==> src/assert_macros.svh <==
// Assertion macros shared by the key debounce event FIFO RTL.
`ifndef ASSERT_MACROS_SVH
`define ASSERT_MACROS_SVH

// Same-cycle implication, sampled on i_clk, off while i_rst_n is low.
`define KD_ASSERT_NOW(lbl, ante, cons, msg) \
    lbl: assert property (@(posedge i_clk) disable iff (!i_rst_n) (ante) |-> (cons)) \
        else $error(msg);

// Next-cycle implication, sampled on i_clk, off while i_rst_n is low.
`define KD_ASSERT_NEXT(lbl, ante, cons, msg) \
    lbl: assert property (@(posedge i_clk) disable iff (!i_rst_n) (ante) |=> (cons)) \
        else $error(msg);

`endif

==> src/kdef_pkg.sv <==
// Shared types, constants and codes for the key debounce event FIFO.
`timescale 1ns / 1ps

package kdef_pkg;

    // Default sizes
    localparam int KEY_NUM_DEF    = 6;
    localparam int FIFO_DEPTH_DEF = 16;

    // Field widths
    localparam int ACTION_W   = 2;
    localparam int PINS_W     = 6;
    localparam int CODE_W     = 5;
    localparam int FLAG_W     = 6;
    localparam int ADDED_W    = 4;
    localparam int FILT_W     = 5;
    localparam int LONG_W     = 16;
    localparam int SPEED_W    = 8;
    localparam int MASK_W     = 6;
    localparam int CNT_W      = 6;
    localparam int CFG_IDX_W  = 3;
    localparam int CFG_DATA_W = 16;

    // Action codes
    localparam logic [ACTION_W-1:0] ACT_SCAN       = 2'd0;
    localparam logic [ACTION_W-1:0] ACT_POP_MAIN   = 2'd1;
    localparam logic [ACTION_W-1:0] ACT_POP_SECOND = 2'd2;
    localparam logic [ACTION_W-1:0] ACT_CLEAR      = 2'd3;

    // Register indexes
    localparam logic [CFG_IDX_W-1:0] REG_FILTER     = 3'd0;
    localparam logic [CFG_IDX_W-1:0] REG_LONG       = 3'd1;
    localparam logic [CFG_IDX_W-1:0] REG_SPEED      = 3'd2;
    localparam logic [CFG_IDX_W-1:0] REG_REPEAT_EN  = 3'd3;
    localparam logic [CFG_IDX_W-1:0] REG_ACTIVE_LOW = 3'd4;

    // Register reset values
    localparam int                  RST_FILTER_INT = 5;
    localparam logic [FILT_W-1:0]   RST_FILTER     = FILT_W'(RST_FILTER_INT);
    localparam logic [LONG_W-1:0]   RST_LONG       = 16'd100;
    localparam logic [SPEED_W-1:0]  RST_SPEED      = 8'd50;
    localparam logic [MASK_W-1:0]   RST_REPEAT_EN  = 6'd48;
    localparam logic [MASK_W-1:0]   RST_ACTIVE_LOW = 6'd56;
    localparam logic [CNT_W-1:0]    RST_DEB_CNT    = CNT_W'(RST_FILTER_INT / 2);

    // Timing settings seen by every lane
    typedef struct packed {
        logic [FILT_W-1:0]  filter_time;
        logic [LONG_W-1:0]  long_time;
        logic [SPEED_W-1:0] repeat_speed;
    } t_cfg;

    // Events a lane raises on one scan tick
    typedef struct packed {
        logic key_down;
        logic key_up;
        logic key_long;
    } t_lane_ev;

endpackage

==> src/kdef_ram.sv <==
// Generic single-write, single-read RAM with registered read data.
`timescale 1ns / 1ps

module kdef_ram #(
    parameter int WIDTH = 5,
    parameter int DEPTH = 16,
    localparam int ADDR_W = (DEPTH > 1) ? $clog2(DEPTH) : 1
) (
    input  logic              i_clk,
    input  logic              i_we,
    input  logic [ADDR_W-1:0] i_waddr,
    input  logic [WIDTH-1:0]  i_wdata,
    input  logic              i_re,
    input  logic [ADDR_W-1:0] i_raddr,
    output logic [WIDTH-1:0]  o_rdata
);

    logic [WIDTH-1:0] r_mem [DEPTH];
    logic [WIDTH-1:0] r_rdata;

    // Write port
    always_ff @(posedge i_clk) begin
        if (i_we) begin
            r_mem[i_waddr] <= i_wdata;
        end
    end

    // Registered read port
    always_ff @(posedge i_clk) begin
        if (i_re) begin
            r_rdata <= r_mem[i_raddr];
        end
    end

    assign o_rdata = r_rdata;

endmodule

==> src/kdef_lane.sv <==
// One key lane: hysteresis debounce, long-press and auto-repeat timing.
`timescale 1ns / 1ps

module kdef_lane (
    input  logic               i_clk,
    input  logic               i_rst_n,
    input  logic               i_tick,
    input  logic               i_pressed,
    input  kdef_pkg::t_cfg     i_cfg,
    input  logic               i_repeat_en,
    output logic               o_state,
    output kdef_pkg::t_lane_ev o_ev
);

    logic [kdef_pkg::CNT_W-1:0]   r_cnt, n_cnt;
    logic                         r_state, n_state;
    logic [kdef_pkg::LONG_W-1:0]  r_hold, n_hold;
    logic [kdef_pkg::SPEED_W-1:0] r_rep, n_rep;

    logic [kdef_pkg::CNT_W-1:0]   filt;
    logic [kdef_pkg::CNT_W-1:0]   filt2;
    logic [kdef_pkg::LONG_W-1:0]  hold_inc;
    logic [kdef_pkg::SPEED_W-1:0] rep_inc;
    kdef_pkg::t_lane_ev           ev;

    assign filt     = {1'b0, i_cfg.filter_time};
    assign filt2    = {i_cfg.filter_time, 1'b0};
    assign hold_inc = r_hold + 16'd1;
    assign rep_inc  = r_rep + 8'd1;

    // Next lane state for one scan tick
    always_comb begin
        n_cnt   = r_cnt;
        n_state = r_state;
        n_hold  = r_hold;
        n_rep   = r_rep;
        ev      = '0;
        if (i_pressed) begin
            if (r_cnt < filt) begin
                n_cnt = filt;
            end else if (r_cnt < filt2) begin
                n_cnt = r_cnt + 6'd1;
            end else begin
                if (!r_state) begin
                    n_state     = 1'b1;
                    ev.key_down = 1'b1;
                end
                if (i_cfg.long_time != '0) begin
                    if (r_hold < i_cfg.long_time) begin
                        n_hold = hold_inc;
                        if (hold_inc == i_cfg.long_time) begin
                            ev.key_long = 1'b1;
                        end
                    end else if ((i_cfg.repeat_speed != '0) && i_repeat_en) begin
                        if (rep_inc >= i_cfg.repeat_speed) begin
                            n_rep       = '0;
                            ev.key_long = 1'b1;
                        end else begin
                            n_rep = rep_inc;
                        end
                    end
                end
            end
        end else begin
            if (r_cnt > filt) begin
                n_cnt = filt;
            end else if (r_cnt != '0) begin
                n_cnt = r_cnt - 6'd1;
            end else if (r_state) begin
                n_state   = 1'b0;
                ev.key_up = 1'b1;
            end
            n_hold = '0;
            n_rep  = '0;
        end
    end

    // Advance on a scan tick
    always_ff @(posedge i_clk) begin
        if (!i_rst_n) begin
            r_cnt   <= kdef_pkg::RST_DEB_CNT;
            r_state <= 1'b0;
            r_hold  <= '0;
            r_rep   <= '0;
        end else if (i_tick) begin
            r_cnt   <= n_cnt;
            r_state <= n_state;
            r_hold  <= n_hold;
            r_rep   <= n_rep;
        end
    end

    assign o_state = r_state;
    assign o_ev    = ev;

endmodule

==> src/kdef_merge.sv <==
// Merge stage: collects lane events and hands out their codes in key order.
`timescale 1ns / 1ps

module kdef_merge #(
    parameter int KEY_NUM = kdef_pkg::KEY_NUM_DEF
) (
    input  logic                          i_clk,
    input  logic                          i_rst_n,
    input  logic                          i_load,
    input  kdef_pkg::t_lane_ev            i_ev [KEY_NUM],
    input  logic                          i_take,
    output logic                          o_push,
    output logic [kdef_pkg::CODE_W-1:0]   o_code,
    output logic [kdef_pkg::ADDED_W-1:0]  o_added
);

    localparam int NSLOT = 2 * KEY_NUM;
    localparam int SEL_W = $clog2(NSLOT);

    logic [NSLOT-1:0]              r_pend, n_pend;
    logic [kdef_pkg::CODE_W-1:0]   r_code [NSLOT];
    logic [kdef_pkg::CODE_W-1:0]   n_code [NSLOT];
    logic [kdef_pkg::ADDED_W-1:0]  r_added, n_added;
    logic [SEL_W-1:0]              sel;

    // Slot 2i carries press or release of key i, slot 2i+1 its long/repeat
    always_comb begin
        n_added = '0;
        for (int i = 0; i < KEY_NUM; i++) begin
            n_pend[2*i]   = i_ev[i].key_down | i_ev[i].key_up;
            n_code[2*i]   = i_ev[i].key_up ? kdef_pkg::CODE_W'(3 * i + 2)
                                           : kdef_pkg::CODE_W'(3 * i + 1);
            n_pend[2*i+1] = i_ev[i].key_long;
            n_code[2*i+1] = kdef_pkg::CODE_W'(3 * i + 3);
        end
        for (int j = 0; j < NSLOT; j++) begin
            n_added = n_added + kdef_pkg::ADDED_W'(n_pend[j]);
        end
    end

    // Pick the lowest pending slot
    always_comb begin
        sel = '0;
        for (int j = NSLOT - 1; j >= 0; j--) begin
            if (r_pend[j]) begin
                sel = SEL_W'(j);
            end
        end
    end

    // Load on a scan tick, drop each slot as it is pushed
    always_ff @(posedge i_clk) begin
        if (!i_rst_n) begin
            r_pend <= '0;
        end else if (i_load) begin
            r_pend <= n_pend;
        end else if (i_take && (r_pend != '0)) begin
            r_pend[sel] <= 1'b0;
        end
    end

    always_ff @(posedge i_clk) begin
        if (i_load) begin
            r_code  <= n_code;
            r_added <= n_added;
        end
    end

    assign o_push  = (r_pend != '0);
    assign o_code  = r_code[sel];
    assign o_added = r_added;

endmodule

==> src/key_debounce_event_fifo_core.sv <==
// Top level: key debounce lanes, event merge, ring FIFO and its two readers.
//
// Usage. Items come in on the input channel (i_in_valid / o_in_stall) with
// i_action and i_key_pins; each gives exactly one result on the output
// channel (o_out_valid / i_out_stall): o_key_code, o_pressed_flags and
// o_events_added. Timing registers are written through i_cfg_we,
// i_cfg_index and i_cfg_data; the user must write them only while the block
// is idle, as the block itself does not enforce it. A clear, or a pop on an
// empty reader, gives its result in the cycle after the beat is taken; a
// pop that finds a code passes the registered read of the event RAM and the
// read state before its result is registered. A scan tick updates all key
// lanes at once, then pushes its codes one per cycle through the single RAM
// write port, then registers its result. One item is in work at a time.
// Reset clears the lanes, all three pointers and the registers to their
// default values; the event RAM needs no clearing, since no entry is read
// before it is written. A stalled result holds in the output register, and
// no new beat is taken until it leaves.
`timescale 1ns / 1ps
`include "assert_macros.svh"

module key_debounce_event_fifo_core #(
    parameter int KEY_NUM    = kdef_pkg::KEY_NUM_DEF,
    parameter int FIFO_DEPTH = kdef_pkg::FIFO_DEPTH_DEF
) (
    input  logic                              i_clk,
    input  logic                              i_rst_n,
    // input channel
    input  logic                              i_in_valid,
    output logic                              o_in_stall,
    input  logic [kdef_pkg::ACTION_W-1:0]     i_action,
    input  logic [kdef_pkg::PINS_W-1:0]       i_key_pins,
    // output channel
    output logic                              o_out_valid,
    input  logic                              i_out_stall,
    output logic [kdef_pkg::CODE_W-1:0]       o_key_code,
    output logic [kdef_pkg::FLAG_W-1:0]       o_pressed_flags,
    output logic [kdef_pkg::ADDED_W-1:0]      o_events_added,
    // configuration
    input  logic                              i_cfg_we,
    input  logic [kdef_pkg::CFG_IDX_W-1:0]    i_cfg_index,
    input  logic [kdef_pkg::CFG_DATA_W-1:0]   i_cfg_data
);

    localparam int PTR_W = (FIFO_DEPTH > 1) ? $clog2(FIFO_DEPTH) : 1;
    localparam logic [PTR_W-1:0] LAST_PTR = PTR_W'(FIFO_DEPTH - 1);

    localparam logic [1:0] ST_IDLE = 2'd0;
    localparam logic [1:0] ST_SCAN = 2'd1;
    localparam logic [1:0] ST_READ = 2'd2;

    // Configuration registers
    logic [kdef_pkg::FILT_W-1:0]  r_filter;
    logic [kdef_pkg::LONG_W-1:0]  r_long;
    logic [kdef_pkg::SPEED_W-1:0] r_speed;
    logic [kdef_pkg::MASK_W-1:0]  r_repeat_en;
    logic [kdef_pkg::MASK_W-1:0]  r_active_low;
    kdef_pkg::t_cfg               cfg;

    always_ff @(posedge i_clk) begin
        if (!i_rst_n) begin
            r_filter     <= kdef_pkg::RST_FILTER;
            r_long       <= kdef_pkg::RST_LONG;
            r_speed      <= kdef_pkg::RST_SPEED;
            r_repeat_en  <= kdef_pkg::RST_REPEAT_EN;
            r_active_low <= kdef_pkg::RST_ACTIVE_LOW;
        end else if (i_cfg_we) begin
            unique case (i_cfg_index)
                kdef_pkg::REG_FILTER:     r_filter     <= i_cfg_data[kdef_pkg::FILT_W-1:0];
                kdef_pkg::REG_LONG:       r_long       <= i_cfg_data[kdef_pkg::LONG_W-1:0];
                kdef_pkg::REG_SPEED:      r_speed      <= i_cfg_data[kdef_pkg::SPEED_W-1:0];
                kdef_pkg::REG_REPEAT_EN:  r_repeat_en  <= i_cfg_data[kdef_pkg::MASK_W-1:0];
                kdef_pkg::REG_ACTIVE_LOW: r_active_low <= i_cfg_data[kdef_pkg::MASK_W-1:0];
                default: ;
            endcase
        end
    end

    assign cfg.filter_time  = r_filter;
    assign cfg.long_time    = r_long;
    assign cfg.repeat_speed = r_speed;

    // Control and pointer registers
    logic [1:0]                         r_state, n_state;
    logic [PTR_W-1:0]                   r_wp, n_wp;
    logic [PTR_W-1:0]                   r_rp_main, n_rp_main;
    logic [PTR_W-1:0]                   r_rp_second, n_rp_second;
    logic                               r_out_valid, n_out_valid;
    logic [kdef_pkg::CODE_W-1:0]        r_key_code, n_key_code;
    logic [kdef_pkg::FLAG_W-1:0]        r_flags, n_flags;
    logic [kdef_pkg::ADDED_W-1:0]       r_added, n_added;

    logic                               in_accept;
    logic                               scan_tick;
    logic                               merge_push;
    logic [kdef_pkg::CODE_W-1:0]        merge_code;
    logic [kdef_pkg::ADDED_W-1:0]       merge_added;
    logic                               ram_we;
    logic                               ram_re;
    logic [PTR_W-1:0]                   ram_raddr;
    logic [kdef_pkg::CODE_W-1:0]        ram_rdata;
    logic [KEY_NUM-1:0]                 lane_state;
    kdef_pkg::t_lane_ev                 lane_ev [KEY_NUM];
    logic [kdef_pkg::FLAG_W-1:0]        pressed_now;

    assign o_in_stall = (r_state != ST_IDLE) || (r_out_valid && i_out_stall);
    assign in_accept  = i_in_valid && !o_in_stall;
    assign scan_tick  = in_accept && (i_action == kdef_pkg::ACT_SCAN);

    // Key lanes
    for (genvar k = 0; k < KEY_NUM; k++) begin : g_lane
        kdef_lane u_lane (
            .i_clk       (i_clk),
            .i_rst_n     (i_rst_n),
            .i_tick      (scan_tick),
            .i_pressed   (i_key_pins[k] ^ r_active_low[k]),
            .i_cfg       (cfg),
            .i_repeat_en (r_repeat_en[k]),
            .o_state     (lane_state[k]),
            .o_ev        (lane_ev[k])
        );
    end

    always_comb begin
        pressed_now = '0;
        for (int k = 0; k < KEY_NUM; k++) begin
            pressed_now[k] = lane_state[k];
        end
    end

    // Merge lane events in key order
    kdef_merge #(
        .KEY_NUM (KEY_NUM)
    ) u_merge (
        .i_clk   (i_clk),
        .i_rst_n (i_rst_n),
        .i_load  (scan_tick),
        .i_ev    (lane_ev),
        .i_take  (r_state == ST_SCAN),
        .o_push  (merge_push),
        .o_code  (merge_code),
        .o_added (merge_added)
    );

    // Event ring
    assign ram_we    = (r_state == ST_SCAN) && merge_push;
    assign ram_raddr = (i_action == kdef_pkg::ACT_POP_SECOND) ? r_rp_second : r_rp_main;
    assign ram_re    = in_accept && (ram_raddr != r_wp)
                       && ((i_action == kdef_pkg::ACT_POP_MAIN)
                           || (i_action == kdef_pkg::ACT_POP_SECOND));

    kdef_ram #(
        .WIDTH (kdef_pkg::CODE_W),
        .DEPTH (FIFO_DEPTH)
    ) u_ram (
        .i_clk   (i_clk),
        .i_we    (ram_we),
        .i_waddr (r_wp),
        .i_wdata (merge_code),
        .i_re    (ram_re),
        .i_raddr (ram_raddr),
        .o_rdata (ram_rdata)
    );

    // Sequencer
    always_comb begin
        n_state     = r_state;
        n_wp        = r_wp;
        n_rp_main   = r_rp_main;
        n_rp_second = r_rp_second;
        n_out_valid = r_out_valid && i_out_stall;
        n_key_code  = r_key_code;
        n_flags     = r_flags;
        n_added     = r_added;
        unique case (r_state)
            ST_IDLE: begin
                if (in_accept) begin
                    n_key_code = '0;
                    n_added    = '0;
                    n_flags    = pressed_now;
                    unique case (i_action) inside
                        kdef_pkg::ACT_SCAN: begin
                            n_state = ST_SCAN;
                        end
                        kdef_pkg::ACT_POP_MAIN, kdef_pkg::ACT_POP_SECOND: begin
                            if (ram_re) begin
                                n_state = ST_READ;
                                if (i_action == kdef_pkg::ACT_POP_MAIN) begin
                                    n_rp_main = (r_rp_main == LAST_PTR) ? '0
                                                : r_rp_main + PTR_W'(1);
                                end else begin
                                    n_rp_second = (r_rp_second == LAST_PTR) ? '0
                                                  : r_rp_second + PTR_W'(1);
                                end
                            end else begin
                                n_out_valid = 1'b1;
                            end
                        end
                        kdef_pkg::ACT_CLEAR: begin
                            n_rp_main   = r_wp;
                            n_out_valid = 1'b1;
                        end
                        default: ;
                    endcase
                end
            end
            ST_SCAN: begin
                if (merge_push) begin
                    n_wp = (r_wp == LAST_PTR) ? '0 : r_wp + PTR_W'(1);
                end else begin
                    n_key_code  = '0;
                    n_added     = merge_added;
                    n_flags     = pressed_now;
                    n_out_valid = 1'b1;
                    n_state     = ST_IDLE;
                end
            end
            ST_READ: begin
                n_key_code  = ram_rdata;
                n_added     = '0;
                n_out_valid = 1'b1;
                n_state     = ST_IDLE;
            end
            default: begin
                n_state = ST_IDLE;
            end
        endcase
    end

    always_ff @(posedge i_clk) begin
        if (!i_rst_n) begin
            r_state     <= ST_IDLE;
            r_wp        <= '0;
            r_rp_main   <= '0;
            r_rp_second <= '0;
            r_out_valid <= 1'b0;
        end else begin
            r_state     <= n_state;
            r_wp        <= n_wp;
            r_rp_main   <= n_rp_main;
            r_rp_second <= n_rp_second;
            r_out_valid <= n_out_valid;
        end
    end

    // Result payload
    always_ff @(posedge i_clk) begin
        r_key_code <= n_key_code;
        r_flags    <= n_flags;
        r_added    <= n_added;
    end

    assign o_out_valid     = r_out_valid;
    assign o_key_code      = r_key_code;
    assign o_pressed_flags = r_flags;
    assign o_events_added  = r_added;

    // Checks
    `KD_ASSERT_NEXT(a_scan_starts, scan_tick, r_state == ST_SCAN, "scan tick did not start pushes")
    `KD_ASSERT_NEXT(a_scan_ends, (r_state == ST_SCAN) && !merge_push,
                    o_out_valid && (r_state == ST_IDLE), "scan result missing")
    `KD_ASSERT_NEXT(a_read_result, r_state == ST_READ, o_out_valid, "pop result missing")
    `KD_ASSERT_NOW(a_busy_no_result, r_state != ST_IDLE, !o_out_valid, "result pending during work")
    `KD_ASSERT_NOW(a_scan_no_code, o_out_valid && (o_events_added != '0),
                   o_key_code == '0, "scan result carries a code")

endmodule

==> config.mk <==
export PLATFORM = sky130hd
export DESIGN_NAME = key_debounce_event_fifo_core
export DESIGN_NICKNAME = d
export VERILOG_FILES = /design/src/kdef_pkg.sv /design/src/kdef_ram.sv /design/src/kdef_lane.sv /design/src/kdef_merge.sv /design/src/key_debounce_event_fifo_core.sv
export VERILOG_INCLUDE_DIRS = /design/src /design/src/src
export SDC_FILE = /design/constraint.sdc
export NUM_CORES = 1
export LEC_CHECK = 0
export BUFFER_PORTS_ARGS = -buffer_cell sky130_fd_sc_hd__buf_2
export CAP_MARGIN = 10
export CORE_UTILIZATION = 28
export CTS_BUF_LIST = sky130_fd_sc_hd__clkbuf_8
export DETAILED_ROUTE_END_ITERATION = 16
export SETUP_SLACK_MARGIN = 0.5
export SLEW_MARGIN = 25
export SYNTH_ARGS = -nofsm -noshare
export SYNTH_HDL_FRONTEND = slang
export SYNTH_HIERARCHICAL = 1
export SYNTH_SLANG_ARGS = --single-unit
==> constraint.sdc <==
create_clock -name i_clk -period 11.62 [get_ports i_clk]
set_input_delay 0.581 -clock i_clk [delete_from_list [all_inputs] [get_ports i_clk]]
set_output_delay 0.581 -clock i_clk [all_outputs]
set_load 0.05 [all_outputs]
After elaboration in Yosys (flattened, before gate mapping)

Memory sizes are Yosys's and may differ from the RTL's. A register that Yosys moved wholly into a read port is not among the register bits.
Index checks and enable logic that the tools add are counted.

Register bits: 303
Bits in latches: 0
Bits in writable memories: 80
Bits in read-only memories: 0
Input bits: 32
Output and inout port bits: 17
Logic and storage cells: 568
Memories kept: 1

Add/subtract/negate cells: 38
$mul: 0
Div/mod/pow operators: 0
Order comparisons: 33
Equality and inequality tests: 79
Shift operators: 0
Multiplexer cells: 281
Bitwise operators: 16
Reductions and logical operators: 75

Memories:

| memory      | depth | width | read ports | clocked after memory_dff | wr ports | line           | text |
|---|---|---|---|---|---|---|---|
| u_ram.r_mem | 16    | 5     | 1          | 1                        | 1        | kdef_ram.sv:18 | `logic [WIDTH-1:0] r_mem [DEPTH];` |

Operators with widths:

| kind                  | count |
|---|---|
| $mux 16               | 30 |
| $mux 8                | 42 |
| $mux 6                | 32 |
| $mux 1                | 135 |
| $add 16x1->16 const B | 6 |
| $eq 16x16->1          | 6 |
| $lt 16x16->1          | 6 |
| $mux 4                | 21 |
| $ne 2x2->1 const B    | 40 |
| $reduce_and 5->1      | 14 |
| $add 8x1->8 const B   | 6 |
| $ge 8x8->1            | 6 |
| $add 4x1->4           | 10 |
| $add 6x1->6 const B   | 6 |
| $gt 6x5->1            | 6 |
| $lt 6x5->1            | 6 |
| $lt 6x6->1            | 6 |
| $reduce_and 6->1      | 6 |
| $reduce_bool 6->1     | 6 |
| $sub 6x1->6 const B   | 6 |
| $mux 12               | 2 |
| $ne 2x1->1 const B    | 12 |
| $reduce_and 3->1      | 8 |
| $ne 3x3->1 const B    | 7 |
| 43 further kinds      | 97 |

Longest topological paths before layout

Depth in word-level cells: 20
Gate-level depth with buffers: 23
Mapped depth without buffers: 23

Modules after synthesis

Netlist, hierarchy kept.

Modules (own cells, without submodules):

| module                            | times used | cells an instance | area each (um^2) | seq. area each (um^2) |
|---|---|---|---|---|
| kdef_lane at g_lane[0].u_lane ... | 5          | 412               | 3108.0           | 620.6 |
| kdef_ram                          | 1          | 155               | 3263.1           | 2552.4 |
| kdef_lane at g_lane[3].u_lane     | 1          | 427               | 3250.6           | 620.6 |
| key_debounce_event_fifo_core      | 1          | 328               | 3088.0           | 1571.5 |
| kdef_merge                        | 1          | 163               | 1525.2           | 630.6 |

Least setup slack after synthesis

Ideal clock, no wire load.

Kind: reg-to-reg
Start: reg r_long[2] in the netlist's numbering
End: reg u_merge.r_added, in the netlist u_merge/o_added[2] (data pin)
Library setup time: 0.258 ns
Data arrival time: 5.301 ns
Data required time: 11.362 ns
Path slack: 6.062 ns
Cell stages (with the launch flop): 21
Path buffers: 0
Period minus slack after synthesis: 5.558 ns
Path through: dfxtp_1 inv_1 ha_1 o211ai_1 a21o_1 a311o_1 nand2_1 or4_1 a21oi_1 inv_1 fa_1 fa_1 inv_1 fa_1 inv_1 fa_1 inv_1 ha_1 inv_1 fa_1 xnor2_1

RTL lines:

| element                | line                               | text |
|---|---|---|
| from (decl)            | key_debounce_event_fifo_core.sv:53 | `logic [kdef_pkg::LONG_W-1:0] r_long;` |
| from (signal assigned) | key_debounce_event_fifo_core.sv:62 | `r_long <= kdef_pkg::RST_LONG;` |
| from (signal assigned) | key_debounce_event_fifo_core.sv:69 | `kdef_pkg::REG_LONG: r_long <= i_cfg_data[kdef_pkg::LONG_W-1:0];` |
| to (signal assigned)   | kdef_merge.sv:65                   | `r_added <= n_added;` |
| to (decl)              | kdef_merge.sv:23                   | `logic [kdef_pkg::ADDED_W-1:0] r_added, n_added;` |

==> summary.md <==
The tools report the top-level port count as 49. The layout has 9890 filler cells. The tools report the worst path arrival time as 7.06 ns. The core occupancy in the finished layout was 31.5%; the footprint of the flip-flops and latches was 0.00848 mm^2. The number of vias per cell is 5.40, and the standard cell area after detailed placement is 0.0282 mm^2. The power density relative to cell area is 101 mW/mm^2, and the fraction of the cycle the final worst path needs is 57.2%.

In the post-route analysis, the smallest setup slack over all paths is 4.97 ns. Summing every instance area after synthesis gives 0.0267 mm^2. At the pin with the least slew margin, the transition time is 1.05 ns.

The tools report the number of setup buffers added after CTS as 0. dfxtp_1 takes more of the synthesized area than any other cell. Across the run, the number of max-cap violations was 0.

Of the total power, combinational logic draws 11.5%. For the peak clock frequency supported by timing, the log shows 0.150 GHz. Summing internal, switching and leakage power gives 2.97 mW. The area growth from synthesis to layout is 10.8%. In this run, synthesis inferred 113 flip-flops with an integrated enable.

In the layout the commonest cells are 296 x nand2_1, 272 x inv_1, 253 x dfxtp_1, 239 x ha_1, 213 x o21ai_0. The floorplan step defined a die boundary enclosing 0.0965 mm^2. The wire length of the first global-routing pass was 128000 um. STA classifies the critical path startpoint as a register. The most common library cell in the layout ignoring fill and taps is nand2_1. For this block, the initial DRC count from the detailed router was 2272.

The run finished with clean final reports. After floorplanning, the core was sized to cover 0.0939 mm^2. Switching share of power: 29.3%. The clock drives 367 sinks. From bottom edge to top edge, the die measures 311 um.

By area the synthesized netlist is led by dfxtp_1 19%, edfxtp_1 13%, ha_1 11%. Across the routed clock network, the largest skew measured is 0.0641 ns. The count of nets left with antenna violations once routing finished came out at 0.

For the static leakage power, the log shows 11.5 nW. Timing endpoint of the critical path: u_merge/o_added[1]. The number of different library cells used by synthesis comes to 103. For the TritonCTS buffer count, the log shows 69. TritonCTS built the clock tree. For the number of warning messages in the yosys log, the log shows 6.

The later pin in the worst-skew pair is clocked with a latency of 0.71 ns. The critical path starts at r_long[5]. After detailed routing, the average wire length per cell comes to 18.3 um. For the final routed database, the setup TNS stands at 0 ns.

The worst register-to-register path begins at r_long[5]. In this run the register-to-register setup slack is 4.97 ns. The total count of hold-check failures in the final report was 0; the synthesized instance count was 3133. The root buffer cell chosen for the clock tree is clkbuf_8.

The clock period could shrink to 6.65 ns. The sequential share of power came out at 45.8%. The share of post-route cells with drive strength above 1 came out at 8.83%. OpenSTA, run right after detailed placement, puts the worst setup slack at 5.17 ns. The internal cell power was 2.10 mW; the share of the synthesized area in the top cell type was 19.1%. For the count of H-tree levels built during CTS, the log shows 3. Setup repair after global routing left no endpoint under its margin. The clock share of power is 42.6%. Counting flops with an async set or reset pin after synthesis yields a share of 0%. Routability-driven placement finished with a final weighted congestion of 0.908. Entering global routing, the biggest net connects 52 pins. Once the floorplan was initialized, standard cells occupied 28.4% of the core. Path type of the worst setup path: reg2reg. The number of hold buffers added after cts was 0. The post-cts repair resize count was 0; the final-report setup violation count was 0. The tools report the capturing element type of the critical path as a register.

Clock-pin slew was measured on the worst setup and hold paths at 0.06 ns. The synthesized design contains 367 register bits. At the end of the flow, the number of nets in the layout was 3441. In this run the worst path has a maximum fanout of 19. The leading register cell type out of synthesis is dfxtp_1.

The net count of the mapped netlist came out at 3411. The depth of the worst register-to-register path is 21. The power dissipated by switching net loads was 0.872 mW; the synthesized area per cell was 8.51 um^2.

The wire-length estimate of the detail-placed layout is 58900 um. The post-detailed-route DRC marker count is 0, and the total iterations of the first detailed-routing run is 5. The via count of the first global-routing pass is 22800, and the count of standard-cell rows is 112. In this run the critical register-to-register path is captured at u_merge/o_added[1]. The tools report the sequential area share after synthesis as 31.8%. The overall via count from detail_route was 24127; the worst voltage drop across the vdd grid was 0.0737 mV.

The logs give 3 for the maximum clock path buffer count and 0.0296 mm^2 for the area of all placed cells without fillers. The initial antenna violation count is 4. The path type of the worst min-delay path is in2reg. The run gives 16.6% as the aggregate global-route resource usage.

From left edge to right edge, the die measures 311 um. In this run the tightest slew margin relative to its limit is 30.1%. Required time of the critical path: 12.03 ns.

The startpoint identified for the worst hold timing path is i_cfg_data[8]. The count of buffers inserted at the top-level ports came out at 48. For the routed wire length, the log shows 81800 um. The residual overflow from global routing is 0, and the area of combinational cells with multiple inputs is 0.0167 mm^2. The run gives 0 as the max-slew violation count.
cell usage after synthesis, types with 17 or more instances:
master / count
a31oi_1: 58
a21oi_1: 175
nand3_1: 188
edfxtp_1: 113
nor4_1: 42
o31ai_1: 67
xnor2_1: 115
nand2_1: 296
clkbuf_1: 72
nor2_1: 145
a21o_1: 44
and4_1: 25
dfxtp_1: 254
buf_2: 25
mux2i_1: 27
nand4_1: 67
or3_1: 19
nor2b_1: 33
o22ai_1: 21
o21ai_0: 214
inv_1: 244
o211ai_1: 40
and2_1: 34
nor3_1: 53
a211oi_1: 31
and3_1: 37
mux4_2: 20
buf_4: 17
ha_1: 239
or4_1: 27
xor2_1: 78
worst max-delay path: stages (launching register included):
cell and delay [ns]:
dfxtp_1 0.97, inv_1 0.13, ha_1 0.35, a21oi_1 0.15, nor2b_1 0.06, o21ai_0 0.15, a311o_1 0.50, nand2_1 0.14
or4_1 0.56, a21oi_1 0.36, inv_1 0.12, fa_1 0.52, fa_1 0.55, inv_1 0.05, fa_1 0.49, inv_1 0.05
fa_1 0.42, inv_1 0.06, ha_1 0.15, inv_1 0.06, fa_1 0.48, inv_1 0.04
cell families after synthesis:
family,synth area share (%)
xor gates and xnor gates,6.58
adders and majority gates,11.7
DFF,31.8
buffers and inverters,5.83
muxes,2.98
AOI/OAI and AO/OA,20.2
and+or+nand+nor,20.9
sequential cells by signal, indices dropped and copies added (netlist names), 8 cells and up:
name / flops
g_lane.u_lane/r_cnt: 36
g_lane.u_lane/r_rep: 48
g_lane.u_lane/r_hold: 96
u_merge/r_code: 9
u_merge/r_pend: 12
r_speed: 8
u_ram/r_mem: 80
r_long: 16
layer usage:
layer,wire length [um],vias to the layer above,GRT usage [%]
met5,16,-,0
met3,6610,154,3.85
met2,34900,840,25.0
met1,37800,11442,22.8
li1,-,11689,-
met4,2510,2,6.26
layout make-up:
class                      instances  area share [%]
timing repair buffer              93            1.96
multi-input combinational       2387            56.3
clock buffer                      78            3.63
clock inverter                    46           0.944
antenna                            2          0.0169
tap                             1254            5.31
sequential                       367            28.7
inverter                         245            3.11
worst min path at each step:
stage	to	slack (ns)	depth (start not counted)
after detailed placement	o_pressed_flags[3]	0.45	0
after global placement	o_pressed_flags[3]	0.44	0
final	r_long[8]	0.14	3
after global routing	r_long[8]	0.12	3
after CTS	r_long[8]	0.09	3
after floorplan	o_pressed_flags[3]	0.43	0
power groups by stage:
| stage | registers [mW] | clock network, mW | logic, mW |
|---|---|---|---|
| final | 1.36 | 1.27 | 0.343 |
| after detailed placement | 1.39 | 0 | 0.336 |
| after CTS | 1.36 | 1.31 | 0.338 |
| after floorplan | 1.40 | 0 | 0.223 |
| after global routing | 1.36 | 1.36 | 0.375 |
| after global placement | 1.39 | 0 | 0.334 |
stage by stage:
| step | cells | hold WS (ns) |
|---|---|---|
| 3_5_place_dp | 4346 | 0.445 |
| 4_1_cts | 4470 | 0.0879 |
| 3_3_place_gp | 4346 | 0.440 |
| 5_1_grt | 4471 | 0.124 |
| 6_report | 4472 | 0.138 |
| 2_1_floorplan | 3133 | 0.431 |
(Power assumes the default switching activity.)
